===== src/sft_pkg.sv =====
package sft_pkg;

	typedef enum logic [2:0] {
		ST_INSERTED  = 3'd0,
		ST_DUPLICATE = 3'd1,
		ST_CONFLICT  = 3'd2,
		ST_FULL      = 3'd3,
		ST_FOUND     = 3'd4,
		ST_NOTFOUND  = 3'd5,
		ST_CLEARED   = 3'd6
	} status_t;

	localparam logic [1:0] KIND_INSERT = 2'd0;
	localparam logic [1:0] KIND_FIND   = 2'd1;
	localparam logic [1:0] KIND_CLEAR  = 2'd2;

	typedef enum logic [1:0] {
		S_IDLE,
		S_SCAN,
		S_COMMIT
	} state_t;

	// broadcast controls from the sequencer to every cell
	typedef struct packed {
		logic tok_clr;
		logic write_en;
	} cell_ctl_t;

endpackage


===== src/sft_cell.sv =====
module sft_cell import sft_pkg::*; #(
	parameter int ID_BITS    = 24,
	parameter int VALUE_BITS = 16
) (
	input  logic                  clk,
	input  logic                  arst_n,
	input  cell_ctl_t             ctl,
	input  logic                  occupied,
	input  logic                  slot,
	input  logic [ID_BITS-1:0]    key,
	input  logic [VALUE_BITS-1:0] key_value,
	input  logic [ID_BITS-1:0]    prev_id,
	input  logic [VALUE_BITS-1:0] prev_value,
	input  logic                  prev_lt,
	input  logic                  prev_hit,
	input  logic [VALUE_BITS-1:0] prev_tok_value,
	output logic [ID_BITS-1:0]    id,
	output logic [VALUE_BITS-1:0] value,
	output logic                  lt,
	output logic                  hit,
	output logic [VALUE_BITS-1:0] tok_value
);

	logic [ID_BITS-1:0]    id_q;
	logic [VALUE_BITS-1:0] value_q;
	logic                  hit_q;
	logic [VALUE_BITS-1:0] tok_value_q;
	logic                  eq;

	assign lt = occupied && (id_q < key);
	assign eq = occupied && (id_q == key);

	// entries at or above the insert point move up one place
	always_ff @(posedge clk) begin
		if (ctl.write_en && slot && !lt) begin
			if (prev_lt) begin
				id_q    <= key;
				value_q <= key_value;
			end else begin
				id_q    <= prev_id;
				value_q <= prev_value;
			end
		end
	end

	// match token ripples one cell per cycle towards the end of the row
	always_ff @(posedge clk or negedge arst_n) begin
		if (!arst_n) begin
			hit_q <= 1'b0;
		end else if (ctl.tok_clr) begin
			hit_q <= 1'b0;
		end else begin
			hit_q <= prev_hit | eq;
		end
	end

	always_ff @(posedge clk) begin
		tok_value_q <= prev_hit ? prev_tok_value : value_q;
	end

	assign id        = id_q;
	assign value     = value_q;
	assign hit       = hit_q;
	assign tok_value = tok_value_q;

endmodule


===== config.mk =====
export PLATFORM = sky130hd
export DESIGN_NAME = sft_cell
export DESIGN_NICKNAME = d
export VERILOG_FILES = /design/src/sft_pkg.sv /design/src/sft_cell.sv
export SDC_FILE = /design/constraint.sdc
export NUM_CORES = 1
export LEC_CHECK = 0
export BUFFER_PORTS_ARGS = -buffer_cell sky130_fd_sc_hd__buf_2
export CAP_MARGIN = 5
export CORE_AREA = 2 2 111 113
export CTS_CLUSTER_DIAMETER = 150
export DETAILED_ROUTE_END_ITERATION = 10
export DIE_AREA = 0 0 113 115
export GPL_TIMING_DRIVEN = 0
export SLEW_MARGIN = 0
export SYNTH_ARGS = -nofsm -noshare
export SYNTH_HDL_FRONTEND = slang
export SYNTH_SLANG_ARGS = --single-unit

===== constraint.sdc =====
create_clock -name clk -period 3.8 [get_ports clk]
set_input_delay 0.76 -clock clk [delete_from_list [all_inputs] [get_ports clk]]
set_output_delay 0.76 -clock clk [all_outputs]
set_load 0.05 [all_outputs]

### Yosys cells after proc, flatten, opt, wreduce, memory -nomap -nowiden

Index checks and enable logic that the tools add are counted.

| storage, ports and cells | value |
|---|---|
| output and inout bits | 58 |
| memories | 0 |
| flip-flop bits (word level) | 57 |
| word-level logic and storage cells | 16 |
| input port bits | 104 |
| memory bits (read-only) | 0 |
| bits in latches | 0 |
| memory bits (writable) | 0 |

| operators by class | value |
|---|---|
| order comparisons | 1 |
| shift operators | 0 |
| eq/ne operators | 1 |
| multiplexer cells | 4 |
| $add $sub $neg | 0 |
| divide/modulo/power cells | 0 |
| reduce and logical (&&, ||, !) cells | 5 |
| multiply operators | 0 |
| bitwise operators | 1 |

Operators by type and width:

| operator | count |
|---|---|
| $mux 16 | 2 |
| $eq 24x24->1 | 1 |
| $lt 24x24->1 | 1 |
| $mux 24 | 1 |
| $logic_and 1x1->1 | 4 |
| $logic_not 1->1 | 1 |
| $mux 1 | 1 |
| $or 1x1->1 | 1 |

### Logic depth before layout (Yosys ltp)

Gate-level depths: netlist of the first run.

| depth | value |
|---|---|
| depth in word-level cells | 4 |
| depth in mapped cells | 6 |
| depth with buffers taken out | 6 |

### Worst setup path after synthesis of the first run

OpenSTA, ideal clock, no wires.

| timing path | value |
|---|---|
| path kind | input port to flip-flop |
| from | input port key[19] |
| to | register id_q[0] (netlist: id[0]), enable pin |
| path slack | 438 ps |
| stages on the path | 6 |
| data required time | 3387 ps |
| arrival time | 2950 ps |
| cell sequence | inv_1 ha_1 nand4_1 nor4_4 o31ai_1 a41oi_2 |

| between the ends | value |
|---|---|
| cells in the longest elaborated chain, start to end | 4 |

RTL lines:

| item | line | RTL |
|---|---|---|
| from (decl) | sft_cell.sv:10 | `input logic [ID_BITS-1:0] key,` |
| $lt 24x24->1 | sft_cell.sv:30 | `assign lt = occupied && (id_q < key);` |
| $logic_and 1x1->1 | sft_cell.sv:30 |  |
| $logic_not 1->1 | sft_cell.sv:35 | `if (ctl.write_en && slot && !lt) begin` |
| $logic_and 1x1->1 | sft_cell.sv:35 |  |
| to (signal assigned) | sft_cell.sv:37 | `id_q <= key;` |
| to (signal assigned) | sft_cell.sv:40 | `id_q <= prev_id;` |
| to (decl) | sft_cell.sv:24 | `logic [ID_BITS-1:0] id_q;` |

No other way between the ends.
A chain may end at the register's enable or synchronous reset.

### Worst setup path in the final report of the first run

| timing path | value |
|---|---|
| from | input port key[3] |
| to | output port lt |

| between the ends | value |
|---|---|
| cells in the longest elaborated chain, start to end | 2 |

RTL lines:

| item | line | RTL |
|---|---|---|
| $lt 24x24->1 | sft_cell.sv:30 |  |
| $logic_and 1x1->1 | sft_cell.sv:30 |  |
| to (decl) | sft_cell.sv:19 | `output logic lt,` |

No other way between the ends.

==> results of run 1 <==
[where the power goes]
part / total [mW] / internal [mW] / switching, mW
Clock: 0.922 / 0.636 / 0.286
Combinational: 0.349 / 0.133 / 0.216
Sequential: 0.720 / 0.707 / 0.0126
[sequential cells by signal, indices dropped and copies added (netlist names)]
| signal | cells |
|---|---|
| tok_value | 16 |
| hit | 1 |
| id | 24 |
| value | 16 |
[worst max-delay path by stage]
stage                                      to
final                                      lt
after global routing                       lt
after CTS                                  lt
after detailed placement                   lt
after global placement    value[11]$_DFFE_PP_
after floorplan               id[0]$_DFFE_PP_
[layout by cell type (no fill, tap or decap), drive strengths merged]
cell	n
buf	167
mux2	56
edfxtp	40
inv	25
ha	24
dfxtp	16
clkbuf	10
a21oi	9
nand3	6
nand4	6
nand2	5
nor2	3
bufinv	3
o21ai	2
a41oi	2
clkinv	2
a22oi	1
nor3	1
nand2b	1
nand4b	1
a31oi	1
a21boi	1
nor4	1
o31ai	1
and4	1
clkinvlp	1
dfrtp	1
[metrics by stage]
| step | TNS, ns | hold WS (ns) |
|---|---|---|
| 2_1_floorplan | 0 | 0.4644 |
| 3_3_place_gp | -26.76 | 0.4771 |
| 3_5_place_dp | 0 | 0.4837 |
| 4_1_cts | 0 | 0.1802 |
| 5_1_grt | 0 | 0.1834 |
| 6_report | 0 | 0.1975 |
[kinds of logic (layout without fill, tap and decap cells)]
| logic type | count (synthesis) | count (layout) | synth area share, % |
|---|---|---|---|
| muxes | 56 | 56 | 21.95 |
| buffers and inverters | 31 | 208 | 4.312 |
| and+or+nand+nor | 25 | 25 | 5.662 |
| DFF | 57 | 57 | 53.83 |
| adders and majority gates | 24 | 24 | 10.45 |
| AOI/OAI and AO/OA | 17 | 17 | 3.790 |
[per-layer routing]
metal  track usage (%)  vias to the layer above  routed length [µm]
met2             18.88                      101                3400
met4             5.610                        0                 154
met5                 0                        -                   0
li1                  -                     1127                   -
met1             13.66                     1042                3189
met3             4.270                       10                 640
[final cells by class]
| class | instances | area (µm²) |
|---|---|---|
| clock buffers | 10 | 229.0 |
| repair buffers | 161 | 850.8 |
| flip-flops and latches | 57 | 1546 |
| fillers | 1196 | 7557 |
| well taps | 147 | 183.9 |
| clock inverters | 6 | 106.4 |
| multi-input cells | 122 | 1214 |
| plain buffers | 6 | 30.03 |
| inverters | 25 | 93.84 |
==> run_results.csv, run 1 <==
group,metric,value,unit
critical_path,r2r_end,"value[14]$_DFFE_PP_",
cells_and_area,final_layout_size_suffix_gt1_share,62.02,%
logic_synthesis,synthArstFlopShare,1.754,%
critical_path,critPathTopFamily,"compound AO/OA/AOI/OAI gates",
sta,slew_headroom,63.52,%
outcome,outcome,"finished with violations",
logic_synthesis,yosys-top-cells-area,"edfxtp_1, mux2_2, dfxtp_1",
sta,setup_viol,0,
clock_network,cts.sinks,57,
cells_and_area,num-nets-final,510,
clock_network,htreeDepth,3,
logic_synthesis,ys.flop_type,"edfxtp_1",
route,route.detailed.drc,12,
logic_synthesis,synth.ff_latch_count,57,
grt,gr-usage-all-layers,11.61,%
critical_path,cp_max_fo,4,
logic_synthesis,avgSynthCellArea,13.68,µm²
logic_synthesis,synth_cells,210,
sta,worst_pin_slew,0.5425,ns
clock_network,cts-root-buf,"clkbuf_16",
critical_path,reg2reg_depth,7,
critical_path,critical_path_buf_inv_count,3,
critical_path,crit_type,"in2out",
clock_network,insertion_delay,0.33,ns
grt,antenna_found_initial,0,
placed_design,dpl_worst_slack,0.5087,ns
logic_synthesis,syn_area,2873,µm²
critical_path,worst-endpoint-required,3.04,ns
sta,fin_crit_sh,85.65,%
critical_path,cp.depth,8,
logic_synthesis,yosys_warnings,0,
critical_path,cp_slowest_cell,"o31ai_1",
floorplanning,die_area,13000,µm²
placed_design,dp.cells,518,
cells_and_area,syn_to_final_growth,48.08,%
grt,grt_start_max_net_pins,18,
sta,hold_violations,0,
route,via_count,2280,
critical_path,timing.rr.start,"id[19]$_DFFE_PP_",
logic_synthesis,synth_most_common_cell,"mux2_2",
power_and_ir_drop,p_total,1.991,mW
logic_synthesis,synth_cell_type_count,25,
route,wl_per_cell,13.83,µm
floorplanning,die_h,115,µm
grt,grt.overflow.total,0,
min_path,hold_path_class,"in2async",
power_and_ir_drop,p_leak,1.975,nW
logic_synthesis,synth_sequential_area_ratio,53.83,%
logic_synthesis,synth_common_cells,"mux2_2, edfxtp_1, inv_1, ha_1, dfxtp_1",
power_and_ir_drop,powerDensity,468.0,nW/µm²
critical_path,end_kind,"primary output",
sta,rsz0062_at_grt,"no",
sta,final.setup_skew,0.004890,ns
sta,worst_slack,0.5452,ns
route,vias_per_cell,4.270,
route,dr.pass1.iters,7,
route,drtAntennaViolNets,0,
clock_network,clkTransAtPathRegs,0.05,ns
floorplanning,row_count,40,
cells_and_area,num_antenna_cells,0,
critical_path,r2r_setup_slack,1.05,ns
power_and_ir_drop,vdd_drop_max,225.6,µV
clock_network,cts-hold-fix-buffers,0,
logic_synthesis,synth_top_area_share,41.81,%
placed_design,place_congestion,0.7257,
clock_network,numCtsBuffers,9,
critical_path,cpMostUsedCell,"buf_2",
sta,period_minus_slack,3.255,ns
logic_synthesis,synth_largest_area_cell,"edfxtp_1",
cells_and_area,final_area,4254,µm²
critical_path,cp-startpoint,"key[3]",
critical_path,start_kind,"input port",
critical_path,max_stage_delay,0.50,ns
grt,grt_pass1_wl,11540,µm
route,drt_iter0_drc,93,
floorplanning,start_util,24.32,%
cells_and_area,fin_util,36.02,%
job,max_cap_violations,0,
route,wl,7384,µm
placed_design,port_buffers,159,
floorplanning,fp.coreArea,11810,µm²
clock_network,clockBufferDepth,2,
clock_network,cts_resized,0,
floorplanning,die_width,113,µm
grt,grt_pass1_vias,2400,
outcome,violations,"design-rule violations",
clock_network,cts_tree,"built",
placed_design,dp_hpwl,5915,µm
sta,max_freq,0.3072,GHz
cells_and_area,fin_cells,534,
sta,drv_slew,0,
placed_design,dpl_cell_area,3919,µm²
critical_path,cp.arrival,2.49,ns
logic_synthesis,syn-num-nets,338,
logic_synthesis,synth-edff-count,40,
clock_network,post-cts-setup-buffer-count,0,
critical_path,cp_cell_sequence,"buf_2, inv_1, ha_1, a21oi_1, a31oi_1, o31ai_1, and4_1, buf_2",
floorplanning,boundaryPins,162,
Power figures use the tool's default switching activity.
==> run 2: changes to the inputs <==
Settings changed: BUFFER_PORTS_ARGS -buffer_cell sky130_fd_sc_hd__buf_2 to -buffer_cell sky130_fd_sc_hd__buf_4, CORE_AREA 2 2 111 113 to 4 4 113 115, DIE_AREA 0 0 113 115 to 0 0 117 119.
==> run_results.csv, run 2 (synthesis gave the netlist of run 1 again) <==
group,metric,value,unit
cells_and_area,final_layout_size_suffix_gt1_share,62.27,%
placed_design,place_congestion,0.7241,
sta,setup_viol,0,
critical_path,cp_slowest_cell,"o31ai_1",
floorplanning,die_h,119,µm
route,dr.pass1.iters,4,
cells_and_area,final_cell_mix,"buf_4, mux2_2, edfxtp_1, inv_1, ha_1",
power_and_ir_drop,vdd_drop_max,233.5,µV
cells_and_area,largest_register_ffs,24,
critical_path,end_kind,"primary output",
outcome,outcome,"completed",
min_path,hold_path_class,"in2async",
power_and_ir_drop,p_total,1.952,mW
sta,slew_headroom,54.27,%
critical_path,cp.arrival,2.50,ns
clock_network,clockBufferDepth,2,
grt,grt_pass1_wl,12650,µm
route,via_count,2293,
sta,final.setup_skew,0.006347,ns
sta,hold_violations,0,
placed_design,dp_hpwl,6482,µm
critical_path,start_kind,"input port",
cells_and_area,fillers,1159,
floorplanning,die_area,13920,µm²
grt,grt_pass1_vias,2561,
sta,worst_pin_slew,0.6837,ns
clock_network,cts-root-buf,"clkbuf_16",
route,drtAntennaViolNets,0,
clock_network,numCtsBuffers,9,
floorplanning,start_util,24.32,%
sta,rsz0062_at_grt,"no",
power_and_ir_drop,p_leak,2.112,nW
route,drt_iter0_drc,47,
job,max_cap_violations,0,
sta,hold_ws,0.2006,ns
floorplanning,row_count,40,
placed_design,port_buffers,159,
clock_network,htreeDepth,3,
clock_network,cts_resized,0,
grt,grt.overflow.total,0,
cells_and_area,syn_to_final_growth,61.41,%
critical_path,cpMostUsedCell,"buf_4",
sta,max_freq,0.3068,GHz
critical_path,crit_type,"in2out",
critical_path,worst-endpoint-required,3.04,ns
floorplanning,die_width,117,µm
sta,worst_slack,0.5401,ns
floorplanning,fp.coreArea,11810,µm²
clock_network,clkTransAtPathRegs,0.05,ns
clock_network,cts_tree,"built",
route,wl,7984,µm
clock_network,cts-hold-fix-buffers,0,
cells_and_area,num_antenna_cells,0,
critical_path,timing.rr.start,"id[19]$_DFFE_PP_",
critical_path,max_stage_delay,0.56,ns
sta,fin_crit_sh,85.79,%
grt,gr-usage-all-layers,11.88,%
cells_and_area,num-nets-final,510,
clock_network,cts.sinks,57,
power_and_ir_drop,powerDensity,420.9,nW/µm²
clock_network,insertion_delay,0.33,ns
route,wl_per_cell,14.95,µm
route,route.detailed.drc,0,
critical_path,cp-startpoint,"key[3]",
placed_design,dpl_worst_slack,0.3617,ns
route,vias_per_cell,4.294,
grt,grt_start_max_net_pins,16,
sta,drv_slew,0,
clock_network,post-cts-setup-buffer-count,0,
floorplanning,boundaryPins,162,
grt,antenna_found_initial,0,
sta,period_minus_slack,3.260,ns
critical_path,cp_max_fo,4,
cells_and_area,layout_commonest_cell,"buf_4",
critical_path,cp_cell_sequence,"buf_4, inv_1, ha_1, a21oi_1, a31oi_1, o31ai_1, and4_1, buf_4",
[run 2: changes by cell type in the layout (fill, tap and decap cells not counted)]
cell,delta
clkbuf_8,+2
buf_4,+159
clkinv_4,+1
bufinv_16,-3
clkbuf_16,+2
clkinvlp_4,-1
buf_2,-159
clkbuf_1,-1
[run 2: through the flow]
stage / utilization (%) / instances / cell area, µm² / setup TNS, ns
6_report: 39.26 / 534 / 4637 / 0
5_1_grt: 39.26 / 534 / 4637 / 0
4_1_cts: 39.26 / 534 / 4637 / 0
3_5_place_dp: 36.55 / 518 / 4317 / 0
3_3_place_gp: 35.99 / 516 / 4250 / -27.09
2_1_floorplan: - / 210 / 2873 / 0
[run 2: layout make-up]
type / count / area, µm² / area share, %
plain buffers: 6 / 30.03 / 0.6476
multi-input cells: 122 / 1214 / 26.17
inverters: 25 / 93.84 / 2.024
clock buffers: 13 / 302.8 / 6.530
clock inverters: 3 / 17.52 / 0.3778
flip-flops and latches: 57 / 1546 / 33.35
well taps: 147 / 183.9 / 3.967
repair buffers: 161 / 1249 / 26.93
[run 2: final timing paths]
check	slack (ns)	endpoint	cells past startpoint
max in group asynchronous	3.52	hit$_DFF_PN0_	1
setup reg to reg	0.90	value[5]$_DFFE_PP_	7
hold / removal	0.20	hit$_DFF_PN0_	1
hold reg to reg	0.50	tok_value[0]$_DFF_P_	1
setup / recovery	0.54	lt	8
min in group clk	0.50	tok_value[0]$_DFF_P_	1
[run 2: power by group]
| group | total (mW) | switching (mW) | internal [mW] |
|---|---|---|---|
| clock network | 0.833 | 0.280 | 0.553 |
| logic | 0.397 | 0.217 | 0.181 |
| registers | 0.722 | 0.0146 | 0.707 |
| total | 1.95 | 0.511 | 1.44 |
[run 2: critical path, delay by kind of cell]
family                     cells  cell delay [ns]
adders and majority gates      1             0.33
AOI/OAI and AO/OA              3             0.82
and+or+nand+nor                1             0.27
buffers and inverters          3             0.31
[run 2: layer usage]
layer  part of all wire, %  track usage (%)
met1                    39            13.46
met2                    49            18.92
met3                    10            5.437
met4                   2.0            5.376
met5                     0                0
==> run 3: changes to the inputs <==
Settings changed: BUFFER_PORTS_ARGS -buffer_cell sky130_fd_sc_hd__buf_4 to default, CELL_PAD_IN_SITES_DETAIL_PLACEMENT from default to 2, CELL_PAD_IN_SITES_GLOBAL_PLACEMENT from default to 2, DONT_BUFFER_PORTS from default to 1, PLACE_DENSITY_LB_ADDON from default to 0.1.
==> run_results.csv, run 3 (synthesis gave the netlist of run 1 again) <==
group,metric,value,unit
outcome,outcome,"completed",
power_and_ir_drop,clockPowerShare,46.0,%
min_path,hold_path_class,"in2async",
floorplanning,boundaryPins,162,
power_and_ir_drop,sw_frac_of_total,27.02,%
placed_design,dp.cells,358,
cells_and_area,final_layout_size_suffix_gt1_share,36.12,%
cells_and_area,num-nets-final,350,
route,route.detailed.drc,0,
clock_network,insertion_delay,0.33,ns
clock_network,post-cts-setup-buffer-count,0,
power_and_ir_drop,switchingPower,0.4941,mW
grt,gr-usage-all-layers,11.70,%
cells_and_area,layout_commonest_cell,"mux2_2",
sta,fin_crit_sh,91.91,%
critical_path,cp_max_fo,4,
cells_and_area,fin_cells,374,
sta,period_minus_slack,3.493,ns
sta,drv_slew,0,
power_and_ir_drop,powerDensity,536.8,nW/µm²
sta,slew_headroom,41.38,%
route,wl_per_cell,20.48,µm
critical_path,cp_slowest_cell,"edfxtp_1",
power_and_ir_drop,intPower,1.335,mW
critical_path,cp.arrival,2.73,ns
sta,hold_ws,0.1217,ns
clock_network,cts.sinks,57,
cells_and_area,largest_register_ffs,24,
route,dr.pass1.iters,4,
grt,grt.overflow.total,0,
cells_and_area,multiInputGateArea,1214,µm²
floorplanning,row_count,40,
route,via_count,1731,
cells_and_area,num_antenna_cells,0,
sta,setup_viol,0,
route,wl,7661,µm
critical_path,max_stage_delay,0.61,ns
clock_network,cts_tree,"built",
clock_network,cts-hold-fix-buffers,0,
cells_and_area,final_cell_mix,"mux2_2, edfxtp_1, inv_1, ha_1, dfxtp_1",
critical_path,cp_cell_sequence,"ha_1, a21oi_1, a31oi_1, o31ai_1, and4_1",
sta,final.setup_skew,0.009034,ns
sta,worst_pin_slew,0.8765,ns
floorplanning,die_width,117,µm
sta,hold_violations,0,
route,vias_per_cell,4.628,
power_and_ir_drop,power.share.sequential,46.1,%
power_and_ir_drop,power_frac_comb,7.9,%
grt,grt_start_max_net_pins,22,
grt,grt_pass1_vias,2078,
critical_path,crit_type,"reg2out",
sta,max_freq,0.2863,GHz
floorplanning,start_util,24.32,%
floorplanning,fp.coreArea,11810,µm²
critical_path,r2r_setup_slack,0.63,ns
grt,antenna_found_initial,2,
route,drtAntennaViolNets,0,
clock_network,cts-root-buf,"clkbuf_16",
floorplanning,die_area,13920,µm²
critical_path,critPathTopFamily,"compound AO/OA/AOI/OAI gates",
critical_path,worst-endpoint-required,3.04,ns
cells_and_area,seq_area,1546,µm²
clock_network,clockBufferDepth,2,
floorplanning,die_h,119,µm
placed_design,place_congestion,0.6471,
power_and_ir_drop,vdd_drop_max,202.6,µV
placed_design,port_buffers,0,
power_and_ir_drop,p_leak,1.335,nW
sta,rsz0062_at_grt,"no",
clock_network,clkTransAtPathRegs,0.05,ns
cells_and_area,fillers,1241,
sta,setup_tns,0,ns
cells_and_area,final_area,3407,µm²
route,drt_iter0_drc,37,
clock_network,cts_resized,0,
placed_design,dp_hpwl,6007,µm
critical_path,start_kind,"flip-flop",
clock_network,htreeDepth,3,
critical_path,end_kind,"primary output",
grt,grt_pass1_wl,11780,µm
job,max_cap_violations,0,
critical_path,critical_path_buf_inv_count,0,
placed_design,dpl_cell_area,3088,µm²
clock_network,numCtsBuffers,9,
cells_and_area,syn_to_final_growth,18.60,%
-- run 3: cell count changes in the layout (fill, tap and decap cells not counted) --
cell and delta:
inv_4 +1, clkinv_1 -1, buf_16 -2, clkinv_4 -1, buf_12 +1, clkinv_2 +1, buf_4 -159
-- run 3: power by group through the flow --
| stage | Clock, mW | Combinational, mW | Sequential [mW] |
|---|---|---|---|
| floorplan | 0 | 0.115 | 0.847 |
| global placement | 0 | 0.142 | 0.858 |
| detailed placement | 0 | 0.150 | 0.856 |
| CTS | 0.882 | 0.151 | 0.844 |
| global route | 0.911 | 0.169 | 0.846 |
| finish | 0.842 | 0.145 | 0.842 |
-- run 3: final timing paths --
check	from	endpoint	depth (start not counted)
worst max-delay path	id[3]$_DFFE_PP_	lt	5
worst min-delay path	arst_n	hit$_DFF_PN0_	0
worst max register to register	id[19]$_DFFE_PP_	id[14]$_DFFE_PP_	6
worst min register to register	value[10]$_DFFE_PP_	tok_value[10]$_DFF_P_	1
max in group asynchronous	arst_n	hit$_DFF_PN0_	0
min in group clk	ctl[1]	hit$_DFF_PN0_	1
-- run 3: metrics by stage --
stage / setup WS, ns / total power, mW / utilization, %
final: 0.3075 / 1.829 / 28.85
after global placement: -0.6437 / 1.001 / 25.88
after floorplan: 0.4378 / 0.9621 / -
after CTS: 0.2446 / 1.877 / 28.85
after global routing: 0.1098 / 1.927 / 28.85
after detailed placement: 0.4575 / 1.006 / 26.14
-- run 3: area by class of cell --
| type | instances | area share (%) |
|---|---|---|
| well taps | 147 | 5.398 |
| clock inverters | 3 | 0.4774 |
| plain buffers | 6 | 0.8814 |
| clock buffers | 13 | 8.887 |
| multi-input cells | 122 | 35.62 |
| flip-flops and latches | 57 | 45.39 |
| repair buffers | 1 | 0.5876 |
| inverters | 25 | 2.754 |
-- run 3: metal layers --
| metal | share of wire (%) | vias up | GRT usage (%) |
|---|---|---|---|
| met4 | 2.0 | 4 | 4.946 |
| met1 | 38 | 805 | 12.94 |
| met2 | 46 | 108 | 17.28 |
| met5 | 0.33 | - | 0 |
| li1 | - | 799 | - |
| met3 | 14 | 15 | 8.028 |
-- run 3: worst reg2reg max path: stages, from the launching register on --
cell	delay, ns
edfxtp_1	0.61
ha_1	0.43
nand4_1	0.21
nor4_4	0.36
o31ai_1	0.19
a41oi_4	0.78
buf_12	0.27
